### config.mk
export PLATFORM = sky130hd
export DESIGN_NAME = rgb_to_hsv_8bit
export DESIGN_NICKNAME = d
export VERILOG_FILES = /design/src/sv/rhsv_pkg.sv /design/src/sv/rhsv_prep.sv /design/src/sv/rhsv_div.sv /design/src/sv/rgb_to_hsv_8bit.sv
export SDC_FILE = /design/constraint.sdc
export NUM_CORES = 1
export LEC_CHECK = 0
export BUFFER_PORTS_ARGS = -buffer_cell sky130_fd_sc_hd__buf_2
export CAP_MARGIN = 40
export CORE_MARGIN = 2
export CORE_UTILIZATION = 55
export DETAILED_ROUTE_END_ITERATION = 12
export GPL_TIMING_DRIVEN = 0
export PLACE_DENSITY = 0.82
export REMOVE_ABC_BUFFERS = 1
export SLEW_MARGIN = 25
export SYNTH_ARGS = -nofsm -noshare
export SYNTH_HDL_FRONTEND = slang
export SYNTH_SLANG_ARGS = --single-unit
### constraint.sdc
create_clock -name clk -period 5.89 [get_ports clk]
set_clock_uncertainty 0.2 [all_clocks]
set_input_delay 0.8835 -clock clk [delete_from_list [all_inputs] [get_ports clk]]
set_output_delay 0.8835 -clock clk [all_outputs]
set_load 0.01 [all_outputs]
### src/sv/rhsv_pkg.sv
// shared widths, latencies and types for the rgb to hsv pipeline
// no dependencies; imported by every module of the block
package rhsv_pkg;

  localparam int PIX_W     = 8;   // channel width
  localparam int Q_W       = 8;   // quotient width of both dividers
  localparam int TOT_W     = 11;  // hue numerator before scaling, below 6*255
  localparam int SAT_NUM_W = 16;  // 255*d
  localparam int SAT_DEN_W = 8;   // max
  localparam int HUE_NUM_W = 19;  // 255*total
  localparam int HUE_DEN_W = 11;  // 6*d
  localparam int PREP_LAT  = 3;   // register stages in front of the dividers
  localparam int LATENCY   = PREP_LAT + Q_W;

  // fields that ride alongside the arithmetic
  typedef struct packed {
    logic [PIX_W-1:0] val;
    logic [PIX_W-1:0] alpha;
  } side_t;

endpackage

### src/sv/rhsv_prep.sv
// front end of the pipeline: max/min, sextant, hue numerator and divider operands
// depends on rhsv_pkg; feeds two rhsv_div instances
module rhsv_prep (
  input  logic                             clk,
  input  logic                             rst,
  input  logic                             in_valid,
  input  logic [rhsv_pkg::PIX_W-1:0]       red_in,
  input  logic [rhsv_pkg::PIX_W-1:0]       green_in,
  input  logic [rhsv_pkg::PIX_W-1:0]       blue_in,
  input  logic [rhsv_pkg::PIX_W-1:0]       alpha_in,
  output logic                             out_valid,
  output rhsv_pkg::side_t                  side,
  output logic [rhsv_pkg::SAT_NUM_W-1:0]   sat_num,
  output logic [rhsv_pkg::SAT_DEN_W-1:0]   sat_den,
  output logic [rhsv_pkg::HUE_NUM_W-1:0]   hue_num,
  output logic [rhsv_pkg::HUE_DEN_W-1:0]   hue_den
);
  import rhsv_pkg::*;

  typedef enum logic [1:0] {
    SEXT_RED,
    SEXT_GREEN,
    SEXT_BLUE
  } sext_t;

  // stage 1 registers
  logic             v1;
  logic [PIX_W-1:0] mx1;
  logic [PIX_W-1:0] mn1;
  sext_t            sext1;
  logic [PIX_W:0]   num1;   // two's complement channel difference
  side_t            side1;

  // stage 2 registers
  logic             v2;
  logic [PIX_W-1:0] d2;
  logic [PIX_W-1:0] mx2;
  logic [TOT_W-1:0] tot2;
  side_t            side2;

  // stage 1 combinational
  logic             red_max;
  logic             green_max;
  logic [PIX_W-1:0] mx_next;
  logic [PIX_W-1:0] mn_next;
  sext_t            sext_next;
  logic [PIX_W:0]   num_next;

  // stage 2 combinational
  logic [PIX_W-1:0] d_next;
  logic [TOT_W-1:0] d_ext;
  logic [TOT_W-1:0] base_next;
  logic [TOT_W-1:0] tot_next;

  // sextant select, red then green then blue
  always_comb begin
    red_max   = (red_in >= green_in) && (red_in >= blue_in);
    green_max = (green_in >= blue_in);
    if (red_max) begin
      sext_next = SEXT_RED;
      mx_next   = red_in;
      num_next  = {1'b0, green_in} - {1'b0, blue_in};
    end else if (green_max) begin
      sext_next = SEXT_GREEN;
      mx_next   = green_in;
      num_next  = {1'b0, blue_in} - {1'b0, red_in};
    end else begin
      sext_next = SEXT_BLUE;
      mx_next   = blue_in;
      num_next  = {1'b0, red_in} - {1'b0, green_in};
    end
    mn_next = red_in;
    if (green_in < mn_next) begin
      mn_next = green_in;
    end
    if (blue_in < mn_next) begin
      mn_next = blue_in;
    end
  end

  // spread and offset sixths; a negative red hue wraps by a full turn
  always_comb begin
    d_next = mx1 - mn1;
    d_ext  = TOT_W'(d_next);
    case (sext1)
      SEXT_RED:   base_next = num1[PIX_W] ? ((d_ext << 2) + (d_ext << 1)) : '0;
      SEXT_GREEN: base_next = d_ext << 1;
      SEXT_BLUE:  base_next = d_ext << 2;
      default:    base_next = '0;
    endcase
    tot_next = base_next + {{(TOT_W-PIX_W-1){num1[PIX_W]}}, num1};
  end

  // valid bits
  always_ff @(posedge clk) begin
    if (rst) begin
      v1        <= 1'b0;
      v2        <= 1'b0;
      out_valid <= 1'b0;
    end else begin
      v1        <= in_valid;
      v2        <= v1;
      out_valid <= v2;
    end
  end

  // payload, stage 1 and 2
  always_ff @(posedge clk) begin
    mx1         <= mx_next;
    mn1         <= mn_next;
    sext1       <= sext_next;
    num1        <= num_next;
    side1.val   <= mx_next;
    side1.alpha <= alpha_in;
    d2          <= d_next;
    mx2         <= mx1;
    tot2        <= tot_next;
    side2       <= side1;
  end

  // stage 3: scale by 255; grey pixels get 0 over 1 so both quotients are 0
  always_ff @(posedge clk) begin
    side <= side2;
    if (d2 == '0) begin
      sat_num <= '0;
      sat_den <= SAT_DEN_W'(1);
      hue_num <= '0;
      hue_den <= HUE_DEN_W'(1);
    end else begin
      sat_num <= {d2, 8'b0} - SAT_NUM_W'(d2);
      sat_den <= mx2;
      hue_num <= {tot2, 8'b0} - HUE_NUM_W'(tot2);
      hue_den <= (HUE_DEN_W'(d2) << 2) + (HUE_DEN_W'(d2) << 1);
    end
  end

endmodule

### src/sv/rhsv_div.sv
// pipelined restoring divider, one quotient bit per register stage
// depends on rhsv_pkg; quotient must fit in Q_W bits
module rhsv_div #(
  parameter int NUM_W = 19,
  parameter int DEN_W = 11,
  parameter int Q_W   = 8
) (
  input  logic             clk,
  input  logic             rst,
  input  logic             in_valid,
  input  logic [NUM_W-1:0] num,
  input  logic [DEN_W-1:0] den,
  output logic             out_valid,
  output logic [Q_W-1:0]   quo
);
  import rhsv_pkg::*;

  localparam int CMP_W = (NUM_W > DEN_W + Q_W) ? NUM_W : DEN_W + Q_W;

  logic             vld_q [Q_W+1];
  logic [NUM_W-1:0] rem_q [Q_W];
  logic [DEN_W-1:0] den_q [Q_W];
  logic [Q_W-1:0]   quo_q [Q_W+1];

  assign vld_q[0] = in_valid;
  assign rem_q[0] = num;
  assign den_q[0] = den;
  assign quo_q[0] = '0;

  for (genvar k = 0; k < Q_W; k++) begin : g_stage
    localparam int B = Q_W - 1 - k;
    logic [CMP_W-1:0] shifted;
    logic [CMP_W-1:0] rem_ext;
    logic [CMP_W-1:0] diff;
    logic             fits;

    // trial subtract of the divisor at this bit weight
    assign shifted = CMP_W'(den_q[k]) << B;
    assign rem_ext = CMP_W'(rem_q[k]);
    assign diff    = rem_ext - shifted;
    assign fits    = (rem_ext >= shifted);

    always_ff @(posedge clk) begin
      if (rst) begin
        vld_q[k+1] <= 1'b0;
      end else begin
        vld_q[k+1] <= vld_q[k];
      end
    end

    always_ff @(posedge clk) begin
      quo_q[k+1] <= {quo_q[k][Q_W-2:0], fits};
    end

    // the last stage needs no remainder or divisor
    if (k < Q_W - 1) begin : g_carry
      always_ff @(posedge clk) begin
        rem_q[k+1] <= fits ? NUM_W'(diff) : rem_q[k];
        den_q[k+1] <= den_q[k];
      end
    end
  end

  assign out_valid = vld_q[Q_W];
  assign quo       = quo_q[Q_W];

endmodule

### src/sv/rgb_to_hsv_8bit.sv
// Converts one RGBA pixel to HSVA per clock, fully pipelined. A request is
// taken whenever start is high; busy is always low. The result for each
// request appears on the cycle that done is high, and is shown for that
// one cycle only: the receiver cannot hold it. The latency (LATENCY in
// rhsv_pkg) is set by three stages of operand preparation and the two
// 8-stage restoring dividers, one quotient bit per stage, for saturation
// and hue running side by side. Requests leave in the order they came.
// depends on rhsv_pkg, rhsv_prep, rhsv_div
module rgb_to_hsv_8bit (
  input  logic                       clk,
  input  logic                       rst,
  input  logic                       start,
  output logic                       busy,
  input  logic [rhsv_pkg::PIX_W-1:0] red_in,
  input  logic [rhsv_pkg::PIX_W-1:0] green_in,
  input  logic [rhsv_pkg::PIX_W-1:0] blue_in,
  input  logic [rhsv_pkg::PIX_W-1:0] alpha_in,
  output logic                       done,
  output logic [rhsv_pkg::PIX_W-1:0] hue_out,
  output logic [rhsv_pkg::PIX_W-1:0] sat_out,
  output logic [rhsv_pkg::PIX_W-1:0] val_out,
  output logic [rhsv_pkg::PIX_W-1:0] alpha_out
);
  import rhsv_pkg::*;

  logic                 accept;
  logic                 prep_valid;
  side_t                prep_side;
  logic [SAT_NUM_W-1:0] sat_num;
  logic [SAT_DEN_W-1:0] sat_den;
  logic [HUE_NUM_W-1:0] hue_num;
  logic [HUE_DEN_W-1:0] hue_den;
  logic                 sat_valid;
  logic                 hue_valid;
  logic [Q_W-1:0]       sat_quo;
  logic [Q_W-1:0]       hue_quo;
  side_t                side_q [Q_W];

  // never stalls
  assign busy   = 1'b0;
  assign accept = start && !busy;

  rhsv_prep u_prep (
    .clk       (clk),
    .rst       (rst),
    .in_valid  (accept),
    .red_in    (red_in),
    .green_in  (green_in),
    .blue_in   (blue_in),
    .alpha_in  (alpha_in),
    .out_valid (prep_valid),
    .side      (prep_side),
    .sat_num   (sat_num),
    .sat_den   (sat_den),
    .hue_num   (hue_num),
    .hue_den   (hue_den)
  );

  rhsv_div #(
    .NUM_W (SAT_NUM_W),
    .DEN_W (SAT_DEN_W),
    .Q_W   (Q_W)
  ) u_sat_div (
    .clk       (clk),
    .rst       (rst),
    .in_valid  (prep_valid),
    .num       (sat_num),
    .den       (sat_den),
    .out_valid (sat_valid),
    .quo       (sat_quo)
  );

  rhsv_div #(
    .NUM_W (HUE_NUM_W),
    .DEN_W (HUE_DEN_W),
    .Q_W   (Q_W)
  ) u_hue_div (
    .clk       (clk),
    .rst       (rst),
    .in_valid  (prep_valid),
    .num       (hue_num),
    .den       (hue_den),
    .out_valid (hue_valid),
    .quo       (hue_quo)
  );

  // value and alpha follow the dividers
  always_ff @(posedge clk) begin
    side_q[0] <= prep_side;
    for (int i = 1; i < Q_W; i++) begin
      side_q[i] <= side_q[i-1];
    end
  end

  assign done      = sat_valid;
  assign hue_out   = hue_quo;
  assign sat_out   = sat_quo;
  assign val_out   = side_q[Q_W-1].val;
  assign alpha_out = side_q[Q_W-1].alpha;

  // both dividers stay in lock step
  a_div_lockstep: assert property (@(posedge clk) disable iff (rst)
    hue_valid == sat_valid)
    else $error("hue and saturation dividers out of step");

  // every result traces back to a request a fixed latency earlier
  a_latency: assert property (@(posedge clk) disable iff (rst)
    done |-> $past(start, LATENCY))
    else $error("result without matching request");

  // black pixels carry no hue or saturation
  a_black: assert property (@(posedge clk) disable iff (rst)
    (done && val_out == '0) |-> (hue_out == '0 && sat_out == '0))
    else $error("black pixel with nonzero hue or saturation");

  // hue output stays below a full turn
  a_hue_range: assert property (@(posedge clk) disable iff (rst)
    done |-> hue_out != 8'hff)
    else $error("hue reached a full turn");

endmodule

# Yosys cells after proc, flatten, opt, wreduce, memory -nomap -nowiden
# Memory sizes are Yosys's and may differ from the RTL's.
# Index checks and enable logic that the tools add are counted.
[classes]
n_addsub = 23
order_cmp = 21
eq_ne = 2
n_mux = 23
n_reduce_logical = 3
[op_table]
columns = ["cell", "n"]
rows = [
  ["19-bit 2-to-1 mux", 7],
  ["16-bit 2-to-1 mux", 7],
  ["11-bit case mux with 3 select lines", 1],
  ["8-bit 2-to-1 mux", 4],
  ["8-bit by 8-bit subtractor with 9-bit output", 3],
  ["8-bit greater-or-equal comparator", 3],
  ["10-bit by 9-bit adder with 11-bit output", 2],
  ["19-bit by 11-bit greater-or-equal comparator with 1-bit output", 1],
  ["19-bit by 12-bit greater-or-equal comparator with 1-bit output", 1],
  ["19-bit by 13-bit greater-or-equal comparator with 1-bit output", 1],
  ["19-bit by 14-bit greater-or-equal comparator with 1-bit output", 1],
  ["19-bit by 15-bit greater-or-equal comparator with 1-bit output", 1],
  ["19-bit by 16-bit greater-or-equal comparator with 1-bit output", 1],
  ["19-bit by 17-bit greater-or-equal comparator with 1-bit output", 1],
  ["19-bit by 18-bit greater-or-equal comparator with 1-bit output", 1],
  ["19-bit by 11-bit subtractor with 19-bit output", 1],
  ["19-bit by 12-bit subtractor with 19-bit output", 1],
  ["19-bit by 13-bit subtractor with 19-bit output", 1],
  ["19-bit by 14-bit subtractor with 19-bit output", 1],
  ["19-bit by 15-bit subtractor with 19-bit output", 1],
  ["19-bit by 16-bit subtractor with 19-bit output", 1],
  ["19-bit by 17-bit subtractor with 19-bit output", 1],
  ["19-bit by 18-bit subtractor with 19-bit output", 1],
  ["9-bit 2-to-1 mux", 2],
  ["other kinds (26)", 27],
]
[totals]
ff_bits = 601
mem_bits_rw = 128
out_inout_bits = 34
n_memories = 1
[memory_table]
columns = ["name", "depth", "word_bits", "read_ports", "rd_clocked_by_memory_dff", "wr", "line_no", "rtl"]
rows = [
  ["side_q", 8, 16, 8, 0, 8, "rgb_to_hsv_8bit.sv:37", "side_t side_q [Q_W];"],
]

# Depth between registers and ports, before layout
[logic_depth]
depth_word = 5
depth_mapped = 21
ltp_nobuf = 21

# Cells and area by module
# A second synthesis with hierarchy kept.
[hier_totals]
cells_unflattened = 2856
hier_area_um2 = 29398.2
[modules_own_cells]
columns = ["mod", "instances", "cells_per_inst", "area_each_um2"]
rows = [
  ["rhsv_div at u_hue_div", 1, 1114, 10844.2],
  ["rhsv_div at u_sat_div", 1, 832, 8535.7],
  ["rhsv_prep", 1, 764, 7324.5],
  ["rgb_to_hsv_8bit", 1, 146, 2693.8],
]

# Worst setup path before layout
# OpenSTA, ideal clock, no wires.
[synth_timing]
path_kind = "reg2reg"
startpoint = "register u_prep.mx1[0]"
endpoint = "register u_prep.tot2[9]"
arrival_ps = 3847
t_required_ps = 5563
slack_ps = 1716
path_stages_with_launch = 18
n_path_buf = 0
period_less_slack_ps = 4174
path_cell_list = "dfxtp_1 inv_1 ha_1 fa_1 nor2b_1 o22a_1 xnor2_1 inv_1 ha_1 a21oi_1 or3_1 or4_1 a31o_2 o211ai_1 ha_1 a21oi_1 o21ai_0 xor2_1"
[synth_between]
elab_chain_cells = 5
[synth_rtl]
columns = ["item", "line_no", "rtl"]
rows = [
  ["from (decl)", "rhsv_prep.sv:28", "logic [PIX_W-1:0] mx1;"],
  ["from (signal assigned)", "rhsv_prep.sv:109", "mx1 <= mx_next;"],
  ["8-bit subtractor (*)", "rhsv_prep.sv:83", "d_next = mx1 - mn1;"],
  ["net u_prep.d_next[4]", "rhsv_prep.sv:50", "logic [PIX_W-1:0] d_next;"],
  ["10-bit by 9-bit adder with 11-bit output", "rhsv_prep.sv:86", "SEXT_RED: base_next = num1[PIX_W] ? ((d_ext << 2) + (d_ext << 1)) : '0;"],
  ["11-bit 2-to-1 mux", "rhsv_prep.sv:86", ""],
  ["11-bit case mux with 3 select lines (*)", "rhsv_prep.sv:85", "case (sext1)"],
  ["11-bit adder (*)", "rhsv_prep.sv:91", "tot_next = base_next + {{(TOT_W-PIX_W-1){num1[PIX_W]}}, num1};"],
  ["net u_prep.tot_next[9]", "rhsv_prep.sv:53", "logic [TOT_W-1:0] tot_next;"],
  ["to (signal assigned)", "rhsv_prep.sv:117", "tot2 <= tot_next;"],
  ["to (decl)", "rhsv_prep.sv:38", "logic [TOT_W-1:0] tot2;"],
]
# The timed path passes the listed nets; every way through them passes the cells marked *.
# A chain may end at the register's enable or synchronous reset.

# Worst setup path after layout
[layout_timing]
startpoint = "register u_prep.mx1[0]"
endpoint = "register u_prep.tot2[10]"
# Same word-level chain as after synthesis.

==> results.py <==
metrics = {
    "outcome": {
        "run_status": "finished clean",
    },
    "layout": {
        "nNetsFinal": 3201,
        "syn_to_final_growth_pct": 12.11,
        "drive_gt1_share_pct": 9.277,
        "insertedDiodeCount": 0,
    },
    "critical_path": {
        "reg2reg_depth": 20,
        "end_kind": "flip-flop",
        "critPathKind": "flip-flop to flip-flop",
        "cpMaxStageDelayCell": "sky130_fd_sc_hd__o41ai_1",
        "crit-reg2reg-capture": "u_prep.tot2[10]$_DFF_P_",
        "crit-reg2reg-launch": "u_prep.mx1[0]$_DFF_P_",
        "cp_cell_sequence": "inv_1, ha_1, fa_1, nor2b_1, o22a_1, xnor2_1, buf_4, inv_1, ha_1, nand2_1, o21ai_0, nor4bb_1, a21oi_1, o21ai_0, ha_1, nand2_1, o21ai_0, o41ai_1, o21ai_0, xor2_1",
        "timing.critical_path.arrival_ns": 5.27,
        "flop2flop_setup_slack_ns": 0.91,
        "critical_path.max_stage_delay_ns": 0.48,
        "critical_path.startpoint_type": "flip-flop",
        "cp_data_required_time_ns": 6.18,
        "critical_path_peak_fanout": 9,
        "path_common_cell": "sky130_fd_sc_hd__o21ai_0",
    },
    "floorplan": {
        "floorplan.die.width_um": 231.1,
        "die_area_um2": 53420,
        "rows": 83,
        "starting_density_pct": 55.42,
        "design.portCount": 69,
        "area_of_the_placeable_core_um2": 51200,
        "die_h_um": 231.1,
    },
    "detailed_routing": {
        "first_pass_iters": 5,
        "number_of_vias_in_the_routed_layout": 19530,
        "route.detailed.wl_per_inst_um": 15.02,
        "number_of_routed_nets_with_antenna_violations": 0,
        "drt-vias-per-instance": 5.343,
        "drc_errors": 0,
        "finalWirelength_um": 54900,
        "detail_route.iter0.violations": 986,
    },
    "placement": {
        "detailed_place_hpwl_um": 41310,
        "place_worst_setup_slack_ns": 1.030,
        "portBuffers": 67,
        "final_weighted_congestion_in_routability_driven_placement": 0.9217,
    },
    "cts": {
        "clkLatencyLatePin_ns": 0.61,
        "numCtsBuffers": 71,
        "cts-root-to-sink-buffers": 3,
        "post_cts_resize_count": 0,
        "clk_pin_slew_ns": 0.06,
        "clock_sinks": 714,
        "clock_tree.htree_level_count": 3,
        "cts.root.buffer_cell": "sky130_fd_sc_hd__clkbuf_16",
        "cts-hold-fix-buffers": 0,
        "tritoncts_clock_tree": "built",
        "post-cts-setup-buffers": 0,
    },
    "min_path": {
        "hold_end": "u_hue_div.quo_q[33]$_DFF_P_",
        "worst_hold_path.num_cells": 0,
        "timing.hold.worst.class": "flip-flop to flip-flop",
        "holdCritStartpoint": "u_hue_div.quo_q[40]$_DFF_P_",
    },
    "logic_synthesis": {
        "synthesis_stage_register_bit_count": 714,
        "yosys-top-cells-area": "sky130_fd_sc_hd__dfxtp_1 (50%), sky130_fd_sc_hd__ha_1 (10%), sky130_fd_sc_hd__inv_1 (3.5%), sky130_fd_sc_hd__a21oi_1 (3.2%), sky130_fd_sc_hd__xnor2_1 (3.1%)",
        "synth-edff-count": 0,
        "most_used_dff_post_synth": "sky130_fd_sc_hd__dfxtp_1",
        "netlist-cell-type-count": 79,
        "netlist_instances": 2833,
        "netlist_area_um2": 28370,
        "yosysSeqAreaShare_pct": 50.38,
        "netlist_top_cells_count": "sky130_fd_sc_hd__dfxtp_1 (714), sky130_fd_sc_hd__inv_1 (266), sky130_fd_sc_hd__ha_1 (228)",
        "yosys.area.top_type": "sky130_fd_sc_hd__dfxtp_1",
        "async_reset_ff_share_pct": 0,
        "post-synth-top-area-fraction_pct": 50.38,
        "synth_most_common_cell": "sky130_fd_sc_hd__dfxtp_1",
        "avgSynthCellArea_um2": 10.01,
        "ys_warn_count": 0,
    },
    "timing": {
        "finalWorstPathRequiredPeriod_ns": 4.979,
        "slew_viol_final": 0,
        "layout_worst_path_cycle_share_pct": 84.53,
        "hold_viol_final": 0,
        "rsz0062_at_grt": "false",
        "post-route-worst-setup-slack_ns": 0.9112,
        "max-slew-margin-rel_pct": 46.42,
        "timing_limited_maximum_frequency_ghz": 0.2009,
        "finalSetupViolations": 0,
        "timing_worst_slew_pin_value_ns": 0.7980,
    },
    "global_routing": {
        "first_pass_grt_wire_length_um": 90640,
        "antenna_found_initial": 0,
        "maximum_number_of_pins_on_one_net_before_global_route_repair": 28,
        "gr-total-overflow": 0,
        "grtUsageTotal_pct": 20.55,
        "grt_pass1_vias": 19610,
    },
    "job": {
        "max_cap_violations": 0,
    },
}
## critical path: cells and delay by family, from the launching register on
family	cells	cell delay, ns
compound gates	7	1.68
xor+xnor	2	0.28
fa+ha+maj	4	1.38
buf+inv	3	0.47
flops	1	0.34
simple gates	4	0.50
## worst max-delay path by stage
stage                          start  depth (start not counted)                 endpoint  slack [ns]
2_1_floorplan             blue_in[1]                          8   u_prep.num1[3]$_DFF_P_        0.46
3_3_place_gp              blue_in[1]                          9   u_prep.num1[7]$_DFF_P_       -1.42
3_5_place_dp   u_prep.mx1[0]$_DFF_P_                         20  u_prep.tot2[10]$_DFF_P_        1.03
4_1_cts        u_prep.mx1[0]$_DFF_P_                         20  u_prep.tot2[10]$_DFF_P_        1.01
5_1_grt        u_prep.mx1[0]$_DFF_P_                         20  u_prep.tot2[10]$_DFF_P_        0.59
6_report       u_prep.mx1[0]$_DFF_P_                         20  u_prep.tot2[10]$_DFF_P_        0.91
## layout by cell type, fill, tap and decap left out, types with 16 or more instances in the layout
| cell type | Yosys | layout |
|---|---|---|
| sky130_fd_sc_hd__dfxtp_1 | 714 | 714 |
| sky130_fd_sc_hd__inv_1 | 266 | 266 |
| sky130_fd_sc_hd__ha_1 | 228 | 228 |
| sky130_fd_sc_hd__nor2_1 | 220 | 219 |
| sky130_fd_sc_hd__a21oi_1 | 180 | 179 |
| sky130_fd_sc_hd__o21ai_0 | 155 | 155 |
| sky130_fd_sc_hd__nand2_1 | 136 | 136 |
| sky130_fd_sc_hd__xnor2_1 | 101 | 101 |
| sky130_fd_sc_hd__nor2b_1 | 79 | 79 |
| sky130_fd_sc_hd__clkbuf_16 | 0 | 72 |
| sky130_fd_sc_hd__buf_2 | 5 | 72 |
| sky130_fd_sc_hd__nor3_1 | 67 | 67 |
| sky130_fd_sc_hd__xor2_1 | 57 | 57 |
| sky130_fd_sc_hd__mux2_2 | 43 | 43 |
| sky130_fd_sc_hd__o21a_1 | 40 | 40 |
| sky130_fd_sc_hd__a21o_1 | 38 | 38 |
| sky130_fd_sc_hd__nand2b_1 | 38 | 38 |
| sky130_fd_sc_hd__mux2i_1 | 32 | 32 |
| sky130_fd_sc_hd__nor4_1 | 31 | 31 |
| sky130_fd_sc_hd__nand3_1 | 26 | 26 |
| sky130_fd_sc_hd__nand4_1 | 26 | 26 |
| sky130_fd_sc_hd__or3_1 | 24 | 24 |
| sky130_fd_sc_hd__fa_1 | 21 | 21 |
| sky130_fd_sc_hd__o31ai_1 | 19 | 19 |
| sky130_fd_sc_hd__a31oi_1 | 17 | 17 |
| sky130_fd_sc_hd__o31a_1 | 16 | 16 |
| sky130_fd_sc_hd__clkbuf_1 | 35 | 16 |
## stage by stage
stage	hold slack (ns)	instance area [µm²]	util, %	TNS, ns	cells
2_1_floorplan	0.1096	27960	-	0	2759
3_3_place_gp	0.1095	29140	56.92	-20.15	3506
3_5_place_dp	0.1121	29360	57.35	0	3521
4_1_cts	0.1239	31780	62.08	0	3652
5_1_grt	0.1245	31810	62.13	0	3655
6_report	0.1228	31810	62.13	0	3655
## routing by layer
metal / GRT usage (%) / wire (µm)
met1: 21.11 / 21510
met2: 40.22 / 29430
met3: 3.187 / 1947
met4: 9.819 / 2016
met5: 0 / 0
## sequential cells by signal (all words and copies together), names as in the netlist, 9 cells and up
| register | flops |
|---|---|
| u_sat_div.den_q | 56 |
| u_prep.tot2 | 11 |
| u_hue_div.den_q | 72 |
| u_prep.num1 | 9 |
| u_sat_div.g_stage.rem_ext | 104 |
| u_hue_div.quo_q | 28 |
| u_prep.side | 16 |
| u_prep.hue_num | 19 |
| u_prep.sat_num | 15 |
| u_sat_div.quo_q | 28 |
| side_q | 128 |
| u_prep.hue_den | 10 |
| u_hue_div.g_stage.rem_ext | 133 |
## area by class of cell
type	count	area (µm²)
Sequential cell	714	14290
Clock buffer	99	2013
Timing Repair Buffer	85	510.5
Clock inverter	32	409.1
Inverter	267	1002
Multi-Input combinational cell	1778	12730
Fill cell	3998	19390
Tap cell	680	850.8
## kinds of logic after synthesis
| family | Yosys count | share of synthesized area (%) |
|---|---|---|
| and+or+nand+nor | 718 | 12.63 |
| DFF | 714 | 50.38 |
| AOI/OAI and AO/OA | 577 | 12.74 |
| buffers and inverters | 341 | 4.996 |
| adders and majority gates | 249 | 11.54 |
| xor gates and xnor gates | 158 | 4.877 |
| muxes | 75 | 2.836 |
| other | 1 | 0.01322 |
Power is left out: the tool's default activity adds up to more than one toggle a clock period on the data nets, which glitch-free logic cannot reach.
